--- src/design/dmps_ram.sv ---
// generic simple dual-read ram with one write port and registered reads
module dmps_ram #(
    parameter int WIDTH = 24,
    parameter int DEPTH = 128
) (
    input  logic                                      i_clk,
    input  logic                                      i_wr_en,
    input  logic [((DEPTH > 1) ? $clog2(DEPTH) : 1)-1:0] i_wr_addr,
    input  logic [WIDTH-1:0]                          i_wr_data,
    input  logic                                      i_rd_en,
    input  logic [((DEPTH > 1) ? $clog2(DEPTH) : 1)-1:0] i_rd_addr0,
    input  logic [((DEPTH > 1) ? $clog2(DEPTH) : 1)-1:0] i_rd_addr1,
    output logic [WIDTH-1:0]                          o_rd_data0,
    output logic [WIDTH-1:0]                          o_rd_data1
);

    logic [WIDTH-1:0] r_mem [DEPTH];
    logic [WIDTH-1:0] r_rd_data0;
    logic [WIDTH-1:0] r_rd_data1;

    always_ff @(posedge i_clk) begin
        if (i_wr_en) begin
            r_mem[i_wr_addr] <= i_wr_data;
        end
        if (i_rd_en) begin
            r_rd_data0 <= r_mem[i_rd_addr0];
            r_rd_data1 <= r_mem[i_rd_addr1];
        end
    end

    assign o_rd_data0 = r_rd_data0;
    assign o_rd_data1 = r_rd_data1;

endmodule

--- config.mk ---
export PLATFORM = sky130hd
export DESIGN_NAME = dmps_ram
export DESIGN_NICKNAME = d
export VERILOG_FILES = /design/src/design/dmps_ram.sv
export SDC_FILE = /design/constraint.sdc
export NUM_CORES = 2
export LEC_CHECK = 0
export BUFFER_PORTS_ARGS = -buffer_cell sky130_fd_sc_hd__buf_2
export CORE_MARGIN = 1.5
export CORE_UTILIZATION = 35
export CTS_CLUSTER_SIZE = 14
export DETAILED_ROUTE_END_ITERATION = 10
export PLACE_DENSITY = 0.61
export SYNTH_ARGS = -nofsm -noshare
export SYNTH_HDL_FRONTEND = slang
export SYNTH_SLANG_ARGS = --single-unit
--- constraint.sdc ---
create_clock -name i_clk -period 10.9 [get_ports i_clk]
set_clock_uncertainty 0.15 [all_clocks]
set_input_delay 2.18 -clock i_clk [delete_from_list [all_inputs] [get_ports i_clk]]
set_output_delay 2.18 -clock i_clk [all_outputs]
set_load 0.005 [all_outputs]
==> impl_results.md <==
* Status: complete, no violations
* Commonest non-fill, non-tap cell in the layout: edfxtp_1
* Reg2Reg Depth at 4
* Post-synth top area cell: edfxtp_1
* Synth top area share at 65.86%
* Post-cts resize count at 0
* Cell count after synthesis at 5,821
* Pwr dens at 165.6 nW/µm²
* Gpl congestion at 0.8537
* Synthesized cell area at 142,300 µm²
* Setup Viol. Count Final at 0
* Post-route ant nets at 0
* Worst-case clock buffer depth at 4
* CTS buffer count at 329
* Area of the die at between 400,000 and 500,000 µm²
* Leakage at 0.04814 µW
* NumNets Final at 6,057
* Ys Warns at 0
* Commonest cells after routing, fill and taps aside: edfxtp_1, mux4_2, clkbuf_16
* Top cell by count, worst path: mux4_2
* Post-CTS Setup Bufs at 0
* Number of synthesized register bits at between 3,000 and 4,000
* Worst Hold Class: reg -> reg
* Largest net degree at the start of global routing at 148
* Number of max-slew violations in the final report at 0
* Max Cap Violations at 0
* Vias in the first global route at between 70,000 and 80,000
* Distinct cells, synth at 16
* Worst path depth at 7
* Worst-path maximum fanout at 80
* Grt ovf at 0
* Crit path buffers/inverters at 3
* Slowest-stage cell, CP: buf_4
* Crit path kind: in -> reg
* Period minus WS final at 5.621 ns
* Hpwl dp at 259.9 mm
* Worst hold path depth at 4
* Crit-path cells: buf_12, buf_4, buf_4, mux4_2, mux4_2, mux4_2, mux2_2
* Die width at roughly 640 µm
* TNS Setup at 0 ns
* Layout cells sized above 1 at 47.48%
* Critical path endpoint category: register
* H-tree Lvls at 5
* IO Pins at 96
* Area contributors post-synth: edfxtp_1, mux4_2, clkbuf_1
* Worst slew pin tran at roughly 1.5 ns
* RSZ-0062 raised after global routing: false
* Avg Synthesized Cell Area at 24.44 µm²
* Antenna violations before repair at 81
* Total DRC errors in the routed layout at 0
* Util after Layout at between 40% and 50%
* CTS tree: yes
* CORE AREA at 403,800 µm²
* Sequential fraction of the synthesis area at 65.86%
* CTS Hold Buffers Added at 0
* Hold violation count in the final report at 0
* First-pass GRT wire length at 618.6 mm
* Layout area overhead at 13.53%
* Worst IR Drop VDD at 127.9 µV
* DR iter-0 viols at 11,600
* Startpoint types: input port
* Hold_ws at 1.059 ns
* Worst Path Arrival at roughly 6 ns
* Vias at around 74,000
* Clk_lat worst skew at 0.94 ns
* Clock Pin Slew Worst Setup and Hold Paths at 0.06 ns
* DRT Wirelength at 449.7 mm
* Clock tree sinks at between 3,000 and 4,000
* Worst slew margin at 1.069%
* Crit path largest cell delay at 0.72 ns
* I/O Buffers at 95
* Fin crit share at 51.57%
* Initial Util at a little over a third
* Die Ht at 640.6 µm
* Wire per inst at 38.22 µm
* Worst path top cell family by delay: multiplexers
* Net Count, Synth at 5,869
* Vias/cell at 6.276
* Fillers at approximately 35,000
* Row cnt at 233
* Crit path required time at 11.41 ns
* GRT Overall Usage at between 20% and 30%
* CTS root buffer: clkbuf_16
* Pre-Repair DR Iteration Count at 6
* Max Freq at between 0.15 and 0.2 GHz
[where the power goes]
part | switching [µW] | leakage, µW | total (µW) | internal, µW
Sequential | 74.2 | 0.0281 | 13400 | 13300
Clock | 4820 | 0.00513 | 11200 | 6350
Combinational | 1310 | 0.0149 | 2230 | 921
[cells in the mapped netlist]
master,number
buf_1,98
nor2b_1,7
nand2_1,14
buf_6,3
buf_4,4
clkbuf_1,247
nand4_1,3
nor2_1,122
mux2_2,48
nor3_1,9
nand2b_1,2
mux4_2,2016
buf_2,115
or3_1,1
nand3_1,12
edfxtp_1,3120
[layer usage]
metal,global-route usage [%],wire length [µm]
met1,29.75,169500
met2,33.99,212400
met3,4.522,48130
met4,8.791,19520
met5,0,146
[worst paths after layout]
path | start | to | slack, ns
min reg2reg | r_mem[124][4] | o_rd_data0[4] | 1.06
min | r_mem[124][4] | o_rd_data0[4] | 1.06
max | i_rd_addr0[0] | o_rd_data0[20] | 5.28
max reg2reg | r_mem[55][18] | o_rd_data1[18] | 7.86
[kinds of logic (layout without fill, tap and decap cells)]
logic type	Yosys count	in the layout	synth area share, %
multiplexers	2064	2064	32.29
AND/OR/NAND/NOR	170	170	0.4899
flip-flops	3120	3120	65.86
buffers and inverters	467	918	1.360
other	0	89	0
[state kept, by name, indices dropped and copies added (netlist names)]
register / count
o_rd_data0: 24
o_rd_data1: 24
r_mem: 3072
[final cells by class]
class	instances	area, µm²	area share (%)
flip-flops and latches	3120	93690	58.01
clock buffers	402	8592	5.320
clock inverters	192	1922	1.190
well taps	5405	6763	4.187
multi-input cells	2234	47610	29.48
diodes	89	222.7	0.1379
repair buffers	324	2718	1.683
[worst reg2reg max path, delay by kind of cell (launching register included)]
family / cells / cell delay, ns
flops: 1 / 0.42
mux: 4 / 2.18
[per-stage QoR]
step | power [µW] | setup WS (ns) | area [µm²] | instances
after detailed placement | 15830 | 4.262 | 150800 | 11080
final | 26750 | 5.279 | 161500 | 11770
after CTS | 26870 | 5.204 | 161300 | 11680
after floorplan | 14810 | 5.757 | 142300 | 5821
after global routing | 27390 | 5.064 | 161500 | 11750
after global placement | 15810 | 4.256 | 150800 | 11080
No activity file was read; power rests on OpenSTA's default activity.
