File: src/design/dmps_pkg.sv
// shared types, widths and helpers for the diamond path sum block
package dmps_pkg;

    localparam int CellW = 16;
    localparam int SumW  = 24;
    localparam int CfgW  = 8;

    localparam logic [SumW-1:0] SumMax = {SumW{1'b1}};

    typedef struct packed {
        logic widen;
        logic first_row;
        logic up_ok;
        logic left_ok;
        logic last;
    } t_cell_ctrl;

    function automatic logic [SumW-1:0] max_sum(input logic [SumW-1:0] a,
                                                 input logic [SumW-1:0] b);
        return (a > b) ? a : b;
    endfunction

endpackage

File: src/design/dmps_cell.sv
// cell stage: neighbour select, saturating add, line write and result register
module dmps_cell #(
    parameter int AW = 7
) (
    input  logic                       i_clk,
    input  logic                       i_rst_n,
    input  logic                       i_accept,
    input  dmps_pkg::t_cell_ctrl       i_ctrl,
    input  logic [AW-1:0]              i_addr,
    input  logic [AW-1:0]              i_rd_addr0,
    input  logic [AW-1:0]              i_rd_addr1,
    input  logic [dmps_pkg::CellW-1:0] i_value,
    input  logic [dmps_pkg::SumW-1:0]  i_rd_data0,
    input  logic [dmps_pkg::SumW-1:0]  i_rd_data1,
    input  logic                       i_out_ready,
    output logic                       o_in_ready,
    output logic                       o_wr_en,
    output logic [AW-1:0]              o_wr_addr,
    output logic [dmps_pkg::SumW-1:0]  o_wr_data,
    output logic                       o_out_valid,
    output logic [dmps_pkg::SumW-1:0]  o_out_data
);
    import dmps_pkg::*;

    logic             r_a_valid;
    t_cell_ctrl       r_a_ctrl;
    logic [AW-1:0]    r_a_addr;
    logic [CellW-1:0] r_a_value;
    logic             r_byp0;
    logic             r_byp1;
    logic [SumW-1:0]  r_byp_data;
    logic [SumW-1:0]  r_held;
    logic             r_out_valid;
    logic [SumW-1:0]  r_out_data;

    logic            a_fire;
    logic [SumW-1:0] up0;
    logic [SumW-1:0] up1;
    logic [SumW-1:0] prior;
    logic [SumW:0]   sum_wide;
    logic [SumW-1:0] sum;

    assign a_fire     = r_a_valid && (!r_a_ctrl.last || !r_out_valid || i_out_ready);
    assign o_in_ready = !r_a_valid || a_fire;

    // same-cycle write forwarding for the line reads
    assign up0 = r_byp0 ? r_byp_data : i_rd_data0;
    assign up1 = r_byp1 ? r_byp_data : i_rd_data1;

    always_comb begin
        if (r_a_ctrl.widen) begin
            if (r_a_ctrl.first_row) begin
                prior = '0;
            end else begin
                prior = max_sum(r_a_ctrl.up_ok ? up0 : '0, r_a_ctrl.left_ok ? r_held : '0);
            end
        end else begin
            prior = max_sum(up0, up1);
        end
        sum_wide = {1'b0, SumW'(r_a_value)} + {1'b0, prior};
        sum      = sum_wide[SumW] ? SumMax : sum_wide[SumW-1:0];
    end

    always_ff @(posedge i_clk) begin
        if (!i_rst_n) begin
            r_a_valid   <= 1'b0;
            r_out_valid <= 1'b0;
        end else begin
            if (i_accept) begin
                r_a_valid <= 1'b1;
            end else if (a_fire) begin
                r_a_valid <= 1'b0;
            end
            if (a_fire && r_a_ctrl.last) begin
                r_out_valid <= 1'b1;
            end else if (i_out_ready) begin
                r_out_valid <= 1'b0;
            end
        end
    end

    always_ff @(posedge i_clk) begin
        if (i_accept) begin
            r_a_ctrl   <= i_ctrl;
            r_a_addr   <= i_addr;
            r_a_value  <= i_value;
            r_byp0     <= a_fire && (r_a_addr == i_rd_addr0);
            r_byp1     <= a_fire && (r_a_addr == i_rd_addr1);
            r_byp_data <= sum;
        end
        if (a_fire) begin
            r_held <= up0;
        end
        if (a_fire && r_a_ctrl.last) begin
            r_out_data <= sum;
        end
    end

    assign o_wr_en     = a_fire;
    assign o_wr_addr   = r_a_addr;
    assign o_wr_data   = sum;
    assign o_out_valid = r_out_valid;
    assign o_out_data  = r_out_data;

    a_result_from_last: assert property (@(posedge i_clk) disable iff (!i_rst_n)
        $rose(r_out_valid) |-> $past(r_a_valid && r_a_ctrl.last))
        else $error("result raised without a last cell");

    a_first_row_widens: assert property (@(posedge i_clk) disable iff (!i_rst_n)
        (r_a_valid && r_a_ctrl.first_row) |-> r_a_ctrl.widen)
        else $error("first row outside widening half");

endmodule

File: config.mk
export PLATFORM = sky130hd
export DESIGN_NAME = dmps_cell
export DESIGN_NICKNAME = d
export VERILOG_FILES = /design/src/design/dmps_pkg.sv /design/src/design/dmps_cell.sv
export SDC_FILE = /design/constraint.sdc
export NUM_CORES = 1
export LEC_CHECK = 0
export BUFFER_PORTS_ARGS = -buffer_cell sky130_fd_sc_hd__buf_4
export CORE_MARGIN = 3
export CORE_UTILIZATION = 56
export DETAILED_ROUTE_END_ITERATION = 16
export PLACE_DENSITY = 0.82
export SYNTH_ARGS = -nofsm -noshare
export SYNTH_HDL_FRONTEND = slang
export SYNTH_SLANG_ARGS = --single-unit
File: constraint.sdc
create_clock -name i_clk -period 11.5 [get_ports i_clk]
set_input_delay 2.3 -clock i_clk [delete_from_list [all_inputs] [get_ports i_clk]]
set_output_delay 2.3 -clock i_clk [all_outputs]
set_load 0.005 [all_outputs]
==> results.md <==
- Multi-input combinational cell area: 0.003607 mm²
- Reg2Reg Setup Slack: 4.18 ns
- Seq/Total Area, Yosys: 44.26%
- Actual slew at the worst max-slew pin: 1.266 ns
- # DRC: 0
- Internal power: 899.3 µW
- GRT overflow: 0
- Post-CTS sizing: 0
- Detailed placer's ending HPWL: 14540 µm
- Launch point of the worst reg-to-reg path: r_byp0
- Worst Setup Path Type: in -> out
- Worst Path Required: 9.20 ns
- Post-synth EDFFs: 102
- Switching Share: 34.52%
- Total Wirelength: 18690 µm
- Vias in the first global route: 5543
- Die W: 117.9 µm
- CP arrival: 8.39 ns
- Skew-Pair Late Insertion Delay: 0.35 ns
- Post-Layout Cell Count: 967
- P&R area growth vs syn: 21.33%
- Critical Path Start Type: primary input
- RR Endpoint: r_byp_data[2]
- Critical Path Most Common Cell: o21ai_0
- Vias per cell: 5.729
- Post-DRT Antenna Nets: 0
- Hold EP: r_a_valid
- Power per cell area: 161.5 mW/mm²
- Ports: 152
- Switch Pwr: 474.0 µW
- Syn nets: 815
- Syn Std Cell Area: 0.007010 mm²
- RD Place Congestion: 0.9653
- CTS tree: yes
- Worst-path clk slew: 0.07 ns
- Final instance area: 0.008506 mm²
- Num CTS Buffers: 9
- Root Buffer: clkbuf_16
- Distinct cell type count after synthesis: 59
- Die Span Y: 117.9 µm
- Max Freq: 0.09351 GHz
- Rel. slew slack: 15.60%
- Largest net degree at the start of global routing: 56
- Routed len/inst: 19.32 µm
- Synth warnings: 0
- Setup TNS: 0 ns
- Tmin final: 10.69 ns
- Port-buffer cells: 151
- Worst setup EP type: output pin
- Gr busiest metal: met2
- CTS sink cnt: 104
- Post-layout util: 70.23%
- Clock skew: 0.005554 ns
- Post-synth top flop: edfxtp_1
- Met1 GRT Util: 39.36%
- CTS Hold Buffers Added: 0
- Worst min path class: reg -> reg
- Part of the power in registers: 38.4%
- R2R cell count: 23
- Grt met2 use: 42.01%
- Met3 global-route usage: 3.460%
- Syn Area/Cell: 10.69 µm²
- Hold Path Stages: 2
- Final setup vio count: 0
- LEAKAGE: 3.737 nW
- Count of final hold-check violations: 0
- Setup slack at placement: 0.9491 ns
- Max incr delay on CP: 0.51 ns
- First-pass DRT Iterations: 5
- Aggregate global-route resource usage: 27.03%
- Initial antenna violation count: 0
- Hold_sp: r_a_valid
- H-tree depth: 3
- Max cap viols: 0
- Starting density of the core: 57.88%
- DRT iter0 DRCs: 426
- Rows: 40
- Critical path fanouts, max: 20
- Max-slew violations: 0
- Final period util: 93.00%
- Fillcell total: 905
- Status: finished clean
- CTS max path bufs: 2
- Slowest-stage cell, CP: or3_4
- VDD IR-drop max: 0.1281 mV
- Final Worst Setup Slack: 0.8054 ns
- Top delay family on crit path: compound AO/OA/AOI/OAI gates
- Part of the power in the clock network: 21.4%
- Logic pwr share: 40.1%
- Post-synth ARST share: 0%
- Core ar.: 0.01211 mm²
- Placed cell area: 0.008227 mm²
- Cells after synthesis: 656
- Post-CTS setup buffers: 0
- Register area: 0.003103 mm²
- Ant. Diodes: 0
- Layout cells sized above 1: 29.04%
- Die footprint: 0.01390 mm²
- Final nets: 953
- Dpl cells: 951
- Via count: 5540
- Worst Path Buf+Inv: 4
- Seq cells post-synth: 104
- First-pass GRT wire length: 29730 µm
- RSZ-0062 raised after global routing: no
area by class of cell:
cell class	instances	share of cell area (%)
multi-input cells	487	42.41
clock inverters	4	0.3825
clock buffers	12	2.898
flip-flops and latches	104	36.48
well taps	168	2.471
repair buffers	156	13.77
inverters	36	1.589
registers in the layout, summed over array words and instances (netlist names):
| name | cells |
|---|---|
| o_out_valid | 1 |
| r_byp1 | 1 |
| r_a_valid | 1 |
| o_wr_addr | 7 |
| r_byp_data | 24 |
| r_a_value | 16 |
| r_byp0 | 1 |
| r_a_ctrl | 5 |
| r_held | 24 |
| o_out_data | 24 |
Yosys cell counts (2+ instances only):
cell	count	area share [%]
nand2_2	11	0.98
nand2b_1	6	0.54
o21ai_0	28	2.0
xnor2_1	21	2.6
nand2_1	85	4.6
mux2_2	29	4.7
and3_1	2	0.18
buf_6	3	0.48
dfxtp_1	2	0.57
nor4_2	2	0.36
ha_1	64	11
a211oi_1	2	0.21
inv_1	35	1.9
a21oi_1	24	1.7
o21bai_1	2	0.21
nor2b_1	9	0.80
o21a_1	3	0.32
a31oi_1	3	0.27
nand4_1	11	0.98
a211o_1	5	0.62
o21ai_1	2	0.14
mux2i_1	34	4.9
a21o_1	14	1.5
or2_2	14	1.2
nor2_1	22	1.2
buf_12	2	0.57
a32o_1	14	2.0
a21boi_0	3	0.32
nor3b_1	5	0.54
nor3_1	8	0.57
clkbuf_1	19	1.0
and2_1	2	0.18
nor4_1	2	0.18
buf_1	4	0.21
xor2_1	8	1.0
nand3_1	30	2.1
edfxtp_1	102	44
a221o_1	3	0.43
per-layer routing:
metal | wire length, µm | vias up
li1 | - | 2685
met1 | 8552 | 2613
met2 | 8622 | 212
met3 | 1102 | 30
met4 | 410 | 0
met5 | 0 | -
power by group through the flow:
| stage | Clock (mW) | Combinational (mW) | Sequential (mW) |
|---|---|---|---|
| after floorplan | 0 | 0.350 | 0.518 |
| after global placement | 0 | 0.531 | 0.533 |
| after detailed placement | 0 | 0.543 | 0.535 |
| after CTS | 0.298 | 0.546 | 0.527 |
| after global routing | 0.313 | 0.610 | 0.532 |
| final | 0.294 | 0.551 | 0.528 |
cell usage in the layout (no fill, tap or decap), types with 6 or more instances in the layout:
| cell type | instances |
|---|---|
| nand2b_1 | 6 |
| a21o_1 | 14 |
| nand4_1 | 11 |
| ha_1 | 64 |
| or2_2 | 14 |
| nor2b_1 | 9 |
| nor3_1 | 8 |
| o21ai_0 | 28 |
| clkbuf_16 | 9 |
| buf_4 | 156 |
| edfxtp_1 | 102 |
| xor2_1 | 8 |
| mux2_2 | 29 |
| nand2_2 | 11 |
| a32o_1 | 14 |
| nand3_1 | 30 |
| inv_1 | 35 |
| nor2_1 | 22 |
| a21oi_1 | 24 |
| xnor2_1 | 21 |
| nand2_1 | 85 |
| mux2i_1 | 34 |
stage by stage:
| stage | hold slack (ns) | power, mW |
|---|---|---|
| after floorplan | 0.5113 | 0.8675 |
| after global placement | 0.5050 | 1.064 |
| after detailed placement | 0.5200 | 1.078 |
| after CTS | 0.5343 | 1.371 |
| after global routing | 0.5826 | 1.455 |
| final | 0.5366 | 1.373 |
worst register-to-register path: cells and delay by family, from the launching register on:
kind / cells / cell delay, ns
AOI/OAI and AO/OA: 9 / 2.42
adders and majority gates: 3 / 0.91
buffers and inverters: 2 / 0.17
DFF: 1 / 1.11
muxes: 2 / 0.65
and+or+nand+nor: 7 / 1.81
how the worst max path moves through the flow:
stage,start,to,cells past startpoint
2_1_floorplan,i_rd_data0[19],o_wr_data[10],28
6_report,i_rd_data0[19],o_wr_data[2],25
3_3_place_gp,i_rd_data0[19],o_wr_data[4],25
4_1_cts,i_rd_data0[19],o_wr_data[4],25
5_1_grt,i_rd_data0[19],o_wr_data[2],24
3_5_place_dp,i_rd_data0[19],o_wr_data[4],25
logic make-up (layout without fill, tap and decap cells):
family | Yosys count | in the layout | synth area share [%]
fa+ha+maj | 65 | 65 | 11.71
mux | 63 | 63 | 9.513
xor+xnor | 29 | 29 | 3.623
compound gates | 114 | 114 | 11.26
buf+inv | 65 | 208 | 4.283
flops | 104 | 104 | 44.26
simple gates | 216 | 216 | 15.35
Power figures use the tool's default switching activity.
