<file path="config.mk">
export PLATFORM = sky130hd
export DESIGN_NAME = dmps_ctrl
export DESIGN_NICKNAME = d
export VERILOG_FILES = /design/src/design/dmps_pkg.sv /design/src/design/dmps_ctrl.sv
export SDC_FILE = /design/constraint.sdc
export NUM_CORES = 1
export LEC_CHECK = 0
export BUFFER_PORTS_ARGS = -buffer_cell sky130_fd_sc_hd__buf_2
export CORE_ASPECT_RATIO = 0.6
export CORE_MARGIN = 2
export CORE_UTILIZATION = 55
export CTS_CLUSTER_DIAMETER = 60
export CTS_CLUSTER_SIZE = 10
export DETAILED_ROUTE_END_ITERATION = 16
export PLACE_DENSITY = 0.73
export SLEW_MARGIN = 20
export SYNTH_ARGS = -nofsm -noshare
export SYNTH_HDL_FRONTEND = slang
export SYNTH_SLANG_ARGS = --single-unit
</file>
<file path="constraint.sdc">
create_clock -name i_clk -period 6.7 [get_ports i_clk]
set_clock_uncertainty 0.1 [all_clocks]
set_input_delay 0.335 -clock i_clk [delete_from_list [all_inputs] [get_ports i_clk]]
set_output_delay 0.335 -clock i_clk [all_outputs]
set_load 0.01 [all_outputs]
</file>
<file path="src/design/dmps_pkg.sv">
// shared types, widths and helpers for the diamond path sum block
package dmps_pkg;

    localparam int CellW = 16;
    localparam int SumW  = 24;
    localparam int CfgW  = 8;

    localparam logic [SumW-1:0] SumMax = {SumW{1'b1}};

    typedef struct packed {
        logic widen;
        logic first_row;
        logic up_ok;
        logic left_ok;
        logic last;
    } t_cell_ctrl;

    function automatic logic [SumW-1:0] max_sum(input logic [SumW-1:0] a,
                                                 input logic [SumW-1:0] b);
        return (a > b) ? a : b;
    endfunction

endpackage

</file>
<file path="src/design/dmps_ctrl.sv">
// row and column tracking, side register and per-cell control
module dmps_ctrl #(
    parameter int MAX_SIDE = 128
) (
    input  logic                                         i_clk,
    input  logic                                         i_rst_n,
    input  logic                                         i_cfg_wr,
    input  logic [dmps_pkg::CfgW-1:0]                    i_cfg_data,
    input  logic                                         i_accept,
    output dmps_pkg::t_cell_ctrl                         o_ctrl,
    output logic [((MAX_SIDE > 1) ? $clog2(MAX_SIDE) : 1)-1:0] o_rd_addr0,
    output logic [((MAX_SIDE > 1) ? $clog2(MAX_SIDE) : 1)-1:0] o_rd_addr1
);
    import dmps_pkg::*;

    localparam int AW = (MAX_SIDE > 1) ? $clog2(MAX_SIDE) : 1;
    localparam int RW = $clog2(2 * MAX_SIDE);
    localparam int CW = RW + 1;

    logic [RW-1:0] r_side;
    logic [RW-1:0] r_last_row;
    logic [RW-1:0] r_row;
    logic [AW-1:0] r_col;

    logic [RW-1:0] side_cfg;
    logic [CW-1:0] last_row_cfg;
    logic [CW-1:0] col_x;
    logic [CW-1:0] row_x;
    logic          row_end;
    t_cell_ctrl    ctrl;

    // zero acts as one, anything above the bound acts as the bound
    always_comb begin
        if (i_cfg_data == '0) begin
            side_cfg = RW'(1);
        end else if (int'(i_cfg_data) > MAX_SIDE) begin
            side_cfg = RW'(MAX_SIDE);
        end else begin
            side_cfg = RW'(i_cfg_data);
        end
        last_row_cfg = {side_cfg, 1'b0} - CW'(2);
    end

    always_comb begin
        col_x          = CW'(r_col);
        row_x          = CW'(r_row);
        ctrl.widen     = r_row < r_side;
        ctrl.first_row = r_row == '0;
        ctrl.up_ok     = col_x < row_x;
        ctrl.left_ok   = r_col != '0;
        if (ctrl.widen) begin
            row_end = col_x == row_x;
        end else begin
            row_end = (col_x + row_x) == CW'(r_last_row);
        end
        ctrl.last = row_end && (r_row == r_last_row);
    end

    always_ff @(posedge i_clk) begin
        if (!i_rst_n) begin
            r_side     <= RW'(1);
            r_last_row <= '0;
            r_row      <= '0;
            r_col      <= '0;
        end else if (i_cfg_wr) begin
            r_side     <= side_cfg;
            r_last_row <= RW'(last_row_cfg);
            r_row      <= '0;
            r_col      <= '0;
        end else if (i_accept) begin
            if (row_end) begin
                r_col <= '0;
                r_row <= ctrl.last ? '0 : r_row + 1'b1;
            end else begin
                r_col <= r_col + 1'b1;
            end
        end
    end

    assign o_ctrl     = ctrl;
    assign o_rd_addr0 = r_col;
    assign o_rd_addr1 = r_col + 1'b1;

    a_row_in_range: assert property (@(posedge i_clk) disable iff (!i_rst_n)
        r_row <= r_last_row)
        else $error("row index past last row");

    a_col_in_width: assert property (@(posedge i_clk) disable iff (!i_rst_n)
        (r_row < r_side) |-> (CW'(r_col) <= CW'(r_row)))
        else $error("column past row width in widening half");

endmodule

</file>
==> results of run 1 <==
-- kinds of logic (layout without fill, tap and decap cells) --
logic type               count (synthesis)  in the layout  share of synthesized area, %
AND/OR/NAND/NOR                        110            110                          23.9
AO/OA/AOI/OAI                           72             72                          21.0
buffers and inverters                   35             62                          5.47
flip-flops                              30             30                          24.8
adder cells (fa/ha/maj)                 27             27                          14.2
XOR/XNOR                                22             22                          8.57
multiplexers                             5              5                          2.07
-- layer usage --
metal / up-vias / track usage, % / routed length [µm]
li1: 1120 / - / -
met1: 1038 / 44.0 / 3510
met2: 76 / 35.5 / 2500
met3: 5 / 4.23 / 411
met4: 0 / 5.27 / 35
met5: - / 0 / 0
-- registers in the layout, indices dropped and copies added (netlist names) --
signal / count
o_rd_addr0: 7
r_last_row: 7
r_row: 8
r_side: 8
-- cells in the mapped netlist, drive strengths merged (2+ instances only) --
library cell | n | area, µm²
clkbuf | 9 | 33.8
inv | 23 | 86.3
ha | 26 | 325
mux2i | 5 | 50.1
nor2 | 20 | 75.1
nand2 | 23 | 86.3
nor2b | 14 | 87.6
buf | 2 | 8.75
nor3 | 6 | 30.0
xnor2 | 17 | 149
o21bai | 4 | 30.0
dfxtp | 30 | 601
o211a | 3 | 30.0
nand3 | 15 | 75.1
and2 | 4 | 25.0
xor2 | 4 | 35.0
nand2b | 7 | 51.3
o21a | 5 | 37.5
o31ai | 9 | 67.6
a21oi | 12 | 60.1
o211ai | 3 | 22.5
a31oi | 4 | 25.0
nand4 | 5 | 31.3
o21ai | 14 | 70.1
a211oi | 3 | 27.5
nand4b | 2 | 17.5
nand3b | 3 | 22.5
a211o | 3 | 26.3
nor4 | 5 | 31.3
-- layout make-up --
type                       count  area, µm²  share of cell area (%)
clock inverter                 2       12.5                   0.463
clock buffer                   6       82.6                    3.06
tap                           60       75.1                    2.78
timing repair buffer          30        150                    5.56
multi-input combinational    236       1690                    62.6
sequential                    30        601                    22.2
inverter                      24       90.1                    3.33
-- worst max-delay path, delay by kind of cell, from the launching register on --
family | cells | cell delay [ns]
buffers and inverters | 1 | 0.18
adder cells (fa/ha/maj) | 1 | 0.41
AO/OA/AOI/OAI | 5 | 1.62
AND/OR/NAND/NOR | 2 | 0.92
flip-flops | 1 | 0.51
-- power by group --
part	total [mW]	leakage [nW]	internal, mW	switching [mW]
Sequential	0.193	0.245	0.185	0.00802
Combinational	0.0811	0.833	0.0327	0.0484
Clock	0.155	0.0472	0.0825	0.0730
Total	0.429	1.12	0.300	0.129
-- path summary, 6_finish.rpt --
path / from / to / slack [ns] / cells after the start
worst min-delay path: i_accept / o_rd_addr0[5] / 0.28 / 3
worst min register to register: r_side[0] / r_side[0] / 0.39 / 1
worst max-delay path: r_row[2] / r_row[7] / 2.86 / 9
worst max register to register: r_row[2] / r_row[7] / 2.86 / 9
-- cells in the final DEF, fill, tap and decap left out, drive strengths merged, types with 6 or more instances in the layout --
| cell type | n |
|---|---|
| inv | 23 |
| clkbuf | 6 |
| nor2b | 14 |
| ha | 26 |
| a21oi | 12 |
| nand2b | 7 |
| nor2 | 20 |
| nor3 | 6 |
| dfxtp | 30 |
| nand3 | 15 |
| o31ai | 9 |
| nand2 | 23 |
| o21ai | 14 |
| buf | 30 |
| xnor2 | 17 |
==> run metrics, run 1 <==
die area 4970 µm²; initial antenna violation count 0; Post-Syn Area per Cell 8.05 µm²; Initial Util 58.2%; unrepaired setup endpoints after global routing no; largest net degree at the start of global routing 24; minimum clock period after layout 3.84 ns; detailed-route DRC error count 0; clock buffer depth 2; Yosys cell types 53; Overflow after GRT 0; Mapped Cells around 300; Post-synth ARST share 0%; FMAX 260 MHz; worst-margin pin slew 0.828 ns; DR iter-0 viols 166; die height 55.4 µm; GRT Overall Usage 26.7%; Final Worst Setup Slack 2.86 ns; Crit Path Class reg -> reg; Skew-Pair Late Insertion Delay 0.28 ns; Tot Pwr 0.429 mW; fin. max-slew vios 0; clock sink count 30; Routed WL 6460 µm; WHS ~0.28 ns; Setup violations, final 0; Final Net Count 366; PD cells between 150 and 200 nW/µm²; Post-synth EDFFs 0; status completed; Cell Rows 18; crit path cell chain inv_1 -> ha_1 -> nand2b_1 -> a211o_1 -> a21oi_1 -> o211ai_1 -> o41a_1 -> or4_1 -> o41ai_2; CP required 6.79 ns; slowest cell delay on critical path 0.72 ns; die width 89.7 µm; CP Capture Type flop; antenna fix cells 0; TritonCTS clock tree done; peak supply drop 102 µV; fill count 381; non-filler cells, final 388; Core ar. 4170 µm²; leakage power around 1.1 nW; post_cts resized 0; routed vias/inst 5.77; min-delay worst type in -> reg; I/O Buffers 30; post-CTS setup buffers 0; max cap viols 0; Hold Fails Final Rpt 0; Root Driver clkbuf_8; Top Ports 31; dpl cells 380; via count 2,239; number of H-tree levels 2; CTS buffer count 5; hold-fix buffers at CTS 0; post-route ant nets 0; setup_tns 0 ns; hpwl dp about 4900 µm; CP max stage cell o41a_1; Area after DPL 2610 µm²; DR pass1 iterations 5; dpl ws 2.93 ns; Synth Register Bits 30; worst-path fanout max 21; clk slew on worst S/H paths 0.07 ns; area grow syn2layout 11.5%; Synth Cell Area 2420 µm²; Worst Setup Start Kind flop; first-pass GRT wire length 10,700 µm; number of global-route vias before repair 2,024; total number of yosys warnings 0; Tcrit/Tclk final 57.4%; arrival time at the worst endpoint 3.94 ns; final core occ 64.8%; post-synthesis sequential area ratio 24.8%; Routed WL per cell roughly 17 µm; final instance area about 2700 µm²; Syn Nets 340; ys flop type dfxtp_1; Slew headroom 44.8%; layout cells sized above 1 13.4%; gpl congestion 0.931
(Power assumes the default switching activity.)
==> run 2: changes to the inputs <==
- ABC_AREA: unset -> 1
- CORE_UTILIZATION: 55 -> 53
- PLACE_DENSITY: 0.73 -> 0.74
- clock period: 6.7 -> 3.3 ns (I/O delays scaled with it)
==> run metrics, run 2 <==
status completed; I/O Buffers 30 (unchanged); hold_sp i_rst_n; Synth Cell Area 2420 µm² (-0.10%); highest metal used met4; area grow syn2layout 14.4%; gpl congestion 0.908 (-2.5%); Routed WL 6690 µm (+3.6%); setup_tns 0 ns (unchanged); worst r2r dst o_rd_addr0[6]; most used standard cell by instance count after synthesis nand2_1; DR pass1 iterations 5 (unchanged); die width 91.3 µm (+1.7%); number of global-route vias before repair 2,125 (+5.0%); min-delay worst type in -> reg; Slew headroom 42.0% (-2.8 points); die area 5140 µm² (+3.4%); Post-synth ARST share 0% (unchanged); Crit Path Class reg -> out; fin. max-slew vios 0 (unchanged); Setup violations, final 0 (unchanged); Yosys cell types 33 (-38%); via count 2,499 (+12%); Met2 Routed Length 2470 µm (-1.2%); antenna fix cells 0 (unchanged); Post-Syn Area per Cell 6.82 µm² (-15%); routed vias/inst 5.57 (-3.6%); clock buffer depth 2 (unchanged); hpwl dp 5200 µm (+5.8%); arrival time at the worst endpoint 2.60 ns (-1.34 ns); synth top area cells dfxtp_1 (25%), ha_1 (13%), nand2_1 (11%); Skew-Pair Late Insertion Delay 0.29 ns (about the same); GRT Overall Usage 26.7% (+0.048 points); initial antenna violation count 0 (unchanged); WL met3 582 µm (+42%); Worst Setup Start Kind flop; post-CTS setup buffers 0 (unchanged); minimum clock period after layout about 2.9 ns; reg2reg start r_row[4]; post-route ant nets 0 (unchanged); die height 56.4 µm (+1.7%); clock sink count 30 (unchanged); unrepaired setup endpoints after global routing no; Root Driver clkbuf_8; Syn Nets 394 (+16%); first-pass GRT wire length 10,800 µm (+1.5%); Post-synth EDFFs 0 (unchanged); Post-synth top cells nand2_1 (73), inv_1 (49), a21oi_1 (30), dfxtp_1 (30), nand3_1 (30); Initial Util 56.9% (-1.3 points); peak supply drop 239 µV (+140%); PD cells 376 nW/µm² (+140%); Final Net Count 427 (+17%); r2r worst-path depth 16 (+7); Tcrit/Tclk final 86.9%; Worst Hold Depth 3 (unchanged); Top Ports 31 (unchanged); clk slew on worst S/H paths 0.07 ns (about the same); DR iter-0 viols 245 (+48%); Tot Pwr 1.04 mW (+140%); Cell Rows 18 (unchanged); Core ar. 4260 µm² (+2.2%); hold-fix buffers at CTS 0 (unchanged); CTS buffer count 5 (unchanged); layout cells sized above 1 13.9% (+0.47 points); detailed-route DRC error count 0 (unchanged); R2R setup slack 0.71 ns (-2.15 ns); Area after DPL 2630 µm² (+0.77%); max cap viols 0 (unchanged); FMAX 349 MHz; CP Launch Point r_row[2]; fill count 387 (+1.6%); Overflow after GRT 0 (unchanged); post_cts resized 0 (unchanged); post-synthesis sequential area ratio 24.8% (+0.026 points); DRT met1 WL 3570 µm (+1.7%); largest net degree at the start of global routing 25 (+4.2%); Routed WL per cell 14.9 µm (-11%); commonest cells after routing, fill and taps aside nand2_1 (73), inv_1 (49); worst-path fanout max 6 (-71%); Worst Hold Path EP r_last_row[3]; number of H-tree levels 2 (unchanged); leakage power 1.43 nW (+27%); Hold Fails Final Rpt 0 (unchanged); share of the synthesized area in the top cell type 24.8% (+0.026 points); CP required 3.03 ns (-3.76 ns); most area-hungry cell type in the Yosys netlist dfxtp_1; commonest non-fill, non-tap cell in the layout nand2_1; worst-margin pin slew 0.867 ns (+0.0399 ns); ys flop type dfxtp_1; Synth Register Bits 30 (unchanged); Mapped Cells 355 (+18%); TritonCTS clock tree done; top flop regs r_row x8, r_side x8; total number of yosys warnings 0 (unchanged); CP Capture Type output port; final instance area 2770 µm² (+2.5%); final core occ 65.1% (+0.22 points)
[run 2: logic make-up (layout without fill, tap and decap cells)]
logic type | count (synthesis) | after routing | share of synthesized area [%]
and+or+nand+nor | 159 | 159 | 30.3
AOI/OAI and AO/OA | 61 | 61 | 14.3
buffers and inverters | 60 | 94 | 9.82
DFF | 30 | 30 | 24.8
adders and majority gates | 27 | 27 | 14.3
xor gates and xnor gates | 18 | 18 | 6.51
[run 2: layout make-up]
class	count	area, µm²	area share, %
inverters	54	203	7.32
multi-input cells	265	1580	57.2
well taps	60	75.1	2.71
clock buffers	6	82.6	2.98
flip-flops and latches	30	601	21.7
repair buffers	32	165	5.96
clock inverters	2	60.1	2.17
[run 2: critical path, cell delays in order, from the launching register on]
cell	delay, ns
dfxtp_1	0.48
inv_1	0.17
ha_1	0.35
inv_2	0.08
nand2_1	0.08
nand2_1	0.12
nand3_1	0.12
nand2_1	0.10
nand2_1	0.05
nand3_1	0.06
nand2_1	0.08
nor3_1	0.19
nand3b_1	0.14
a21oi_1	0.14
buf_2	0.15
[run 2: power breakdown]
part	switching, mW	internal [mW]	total (mW)
Sequential	0.0117	0.375	0.387
Combinational	0.119	0.0593	0.179
Clock	0.154	0.322	0.476
[run 2: worst max-delay path by stage]
stage	endpoint	slack [ns]	depth (start not counted)
floorplan	r_row[0]	1.06	14
global placement	o_rd_addr0[6]	0.81	17
detailed placement	o_rd_addr0[6]	0.77	17
CTS	o_ctrl[0]	0.50	14
global route	o_ctrl[0]	0.23	14
finish	o_ctrl[0]	0.43	14
[run 2: layer usage]
layer  global-route usage [%]  vias up
met5                        0        -
met4                     6.93        0
met3                     6.44        8
met2                     33.9       98
met1                     43.3     1148
li1                         -     1245
[run 2: stage by stage]
step	hold WS (ns)	worst slack, ns	instances
after global routing	0.0877	0.229	449
after global placement	0.367	0.814	441
after floorplan	0.203	1.06	355
after CTS	0.0670	0.497	449
after detailed placement	0.375	0.771	441
final	0.0764	0.432	449
==> run 3: changes to the inputs <==
--- a/config.mk
+++ b/config.mk
@@ -14,5 +14,5 @@
 export CTS_CLUSTER_SIZE = 10
 export DETAILED_ROUTE_END_ITERATION = 16
-export PLACE_DENSITY = 0.74
+export PLACE_DENSITY_LB_ADDON = 0.2
 export SLEW_MARGIN = 20
 export SYNTH_ARGS = -nofsm -noshare
==> constraint.sdc (replaced) <==
create_clock -name i_clk -period 3.3 [get_ports i_clk]
set_clock_uncertainty 0.1 [all_clocks]
set_input_delay 0.33 -clock i_clk [delete_from_list [all_inputs] [get_ports i_clk]]
set_output_delay 0.33 -clock i_clk [all_outputs]
set_load 0.01 [all_outputs]
==> run metrics, run 3 (synthesis gave the netlist of run 2 again) <==
fin. max-slew vios 0 (unchanged); min-delay worst type in -> reg; clock buffer depth 2 (unchanged); gpl congestion 0.944 (+3.9%); Overflow after GRT 0 (unchanged); antenna fix cells 0 (unchanged); hpwl dp 5320 µm (+2.3%); WHS 0.234 ns (+0.157 ns); number of global-route vias before repair 2,113 (-0.56%); peak supply drop 219 µV (-8.6%); DR pass1 iterations 5 (unchanged); layout cells sized above 1 13.9% (unchanged); routed vias/inst 5.64 (+1.4%); top flop regs r_row x8, r_side x8; P_sw 0.283 mW (-0.45%); arrival time at the worst endpoint 2.63 ns (+0.03 ns); fill count 400 (+3.4%); I/O Buffers 30 (unchanged); status completed; post_cts resized 0 (unchanged); hold-fix buffers at CTS 0 (unchanged); combinational share of power 18.9% (+1.7 points); Final Net Count 428 (+0.23%); leakage power 1.42 nW (-0.67%); Int Pwr 0.676 mW (-11%); area grow syn2layout 13.4%; Clock power frac 40.6% (-5.1 points); CP Capture Type output port; die height 56.4 µm (unchanged); hold_sp i_rst_n; Routed WL per cell 15.4 µm (+3.1%); first-pass GRT wire length 11,000 µm (+1.9%); PD cells 349 nW/µm² (-7.1%); Tcrit/Tclk final 92.8% (+5.9 points); Hold Fails Final Rpt 0 (unchanged); GRT Overall Usage 27.3% (+0.52 points); die width 91.3 µm (unchanged); die area 5140 µm² (unchanged); DR iter-0 viols 238 (-2.9%); unrepaired setup endpoints after global routing no; sequential share of power 40.6% (+3.4 points); R2R setup slack 0.74 ns (+0.03 ns); Root Driver clkbuf_8; Core ar. 4260 µm² (unchanged); non-filler cells, final 449 (unchanged); largest net degree at the start of global routing 18 (-28%); Worst Setup Start Kind flop; Slew headroom 58.6% (+17 points); Skew-Pair Late Insertion Delay 0.29 ns (about the same); clk slew on worst S/H paths 0.07 ns (about the same); Cell Rows 18 (unchanged); CP Launch Point r_row[5]; dpl cells 442 (+0.23%); worst-margin pin slew 0.620 ns (-0.247 ns); sw frac 29.5% (+2.2 points); worst-path fanout max 6 (unchanged); post-route ant nets 0 (unchanged); Top Ports 31 (unchanged); Initial Util 56.9% (unchanged); minimum clock period after layout 3.06 ns (+0.195 ns); CP required 2.87 ns (-0.16 ns); TritonCTS clock tree done; detailed-route DRC error count 0 (unchanged); CTS buffer count 5 (unchanged); Routed WL 6900 µm (+3.1%); via count 2,534 (+1.4%); post-CTS setup buffers 0 (unchanged); setup_tns 0 ns (unchanged); number of H-tree levels 2 (unchanged); initial antenna violation count 0 (unchanged); max cap viols 0 (unchanged); Setup violations, final 0 (unchanged); reg2reg start r_row[4]; commonest cells after routing, fill and taps aside nand2_1 (73), inv_1 (49); commonest non-fill, non-tap cell in the layout nand2_1; Crit Path Class reg -> out; clock sink count 30 (unchanged); FMAX 326 MHz (-6.4%)
run 3: cell type report:
cell class	instances	area [µm²]	area share (%)
Tap cell	60	75.1	2.73
Sequential cell	30	601	21.9
Clock inverter	1	30.0	1.09
Timing Repair Buffer	33	173	6.29
Clock buffer	6	82.6	3.01
Multi-Input combinational cell	265	1580	57.6
Inverter	54	203	7.38
run 3: worst paths after layout:
| check | to | cells past startpoint |
|---|---|---|
| max | o_ctrl[0] | 12 |
| min | r_last_row[5] | 3 |
| max reg2reg | r_row[7] | 16 |
| min reg2reg | r_side[0] | 2 |
run 3: critical path, stage by stage, from the launching register on:
cell	delay (ns)
dfxtp_1	0.47
inv_1	0.14
ha_1	0.43
nor2_1	0.21
and2_1	0.15
nand3_1	0.08
nand2_1	0.07
nand2_1	0.04
nand2_1	0.08
nand4_1	0.13
nand3b_1	0.24
a21oi_1	0.15
buf_2	0.15
run 3: stage by stage:
stage	utilization [%]	cell area [µm²]	setup slack [ns]	total power, mW
after global placement	61.9	2630	0.684	0.569
final	64.5	2750	0.236	0.960
after detailed placement	61.9	2630	0.629	0.571
after global routing	64.5	2750	0.0926	0.989
after CTS	64.5	2750	0.308	0.952
after floorplan	-	2420	0.928	0.517
run 3: power by group through the flow:
stage                     sequential (mW)  clock, mW  combinational (mW)
after floorplan                     0.391          0               0.126
after global placement              0.396          0               0.173
after detailed placement            0.396          0               0.175
after CTS                           0.388      0.387               0.176
after global routing                0.390      0.401               0.198
final                               0.389      0.390               0.181
run 3: layer usage:
metal	track usage [%]	routed length, µm	vias to the layer above
met1	43.8	3480	1168
met4	5.63	66	0
met2	35.0	2710	110
met3	7.38	639	10
li1	-	-	1246
met5	0	0	-
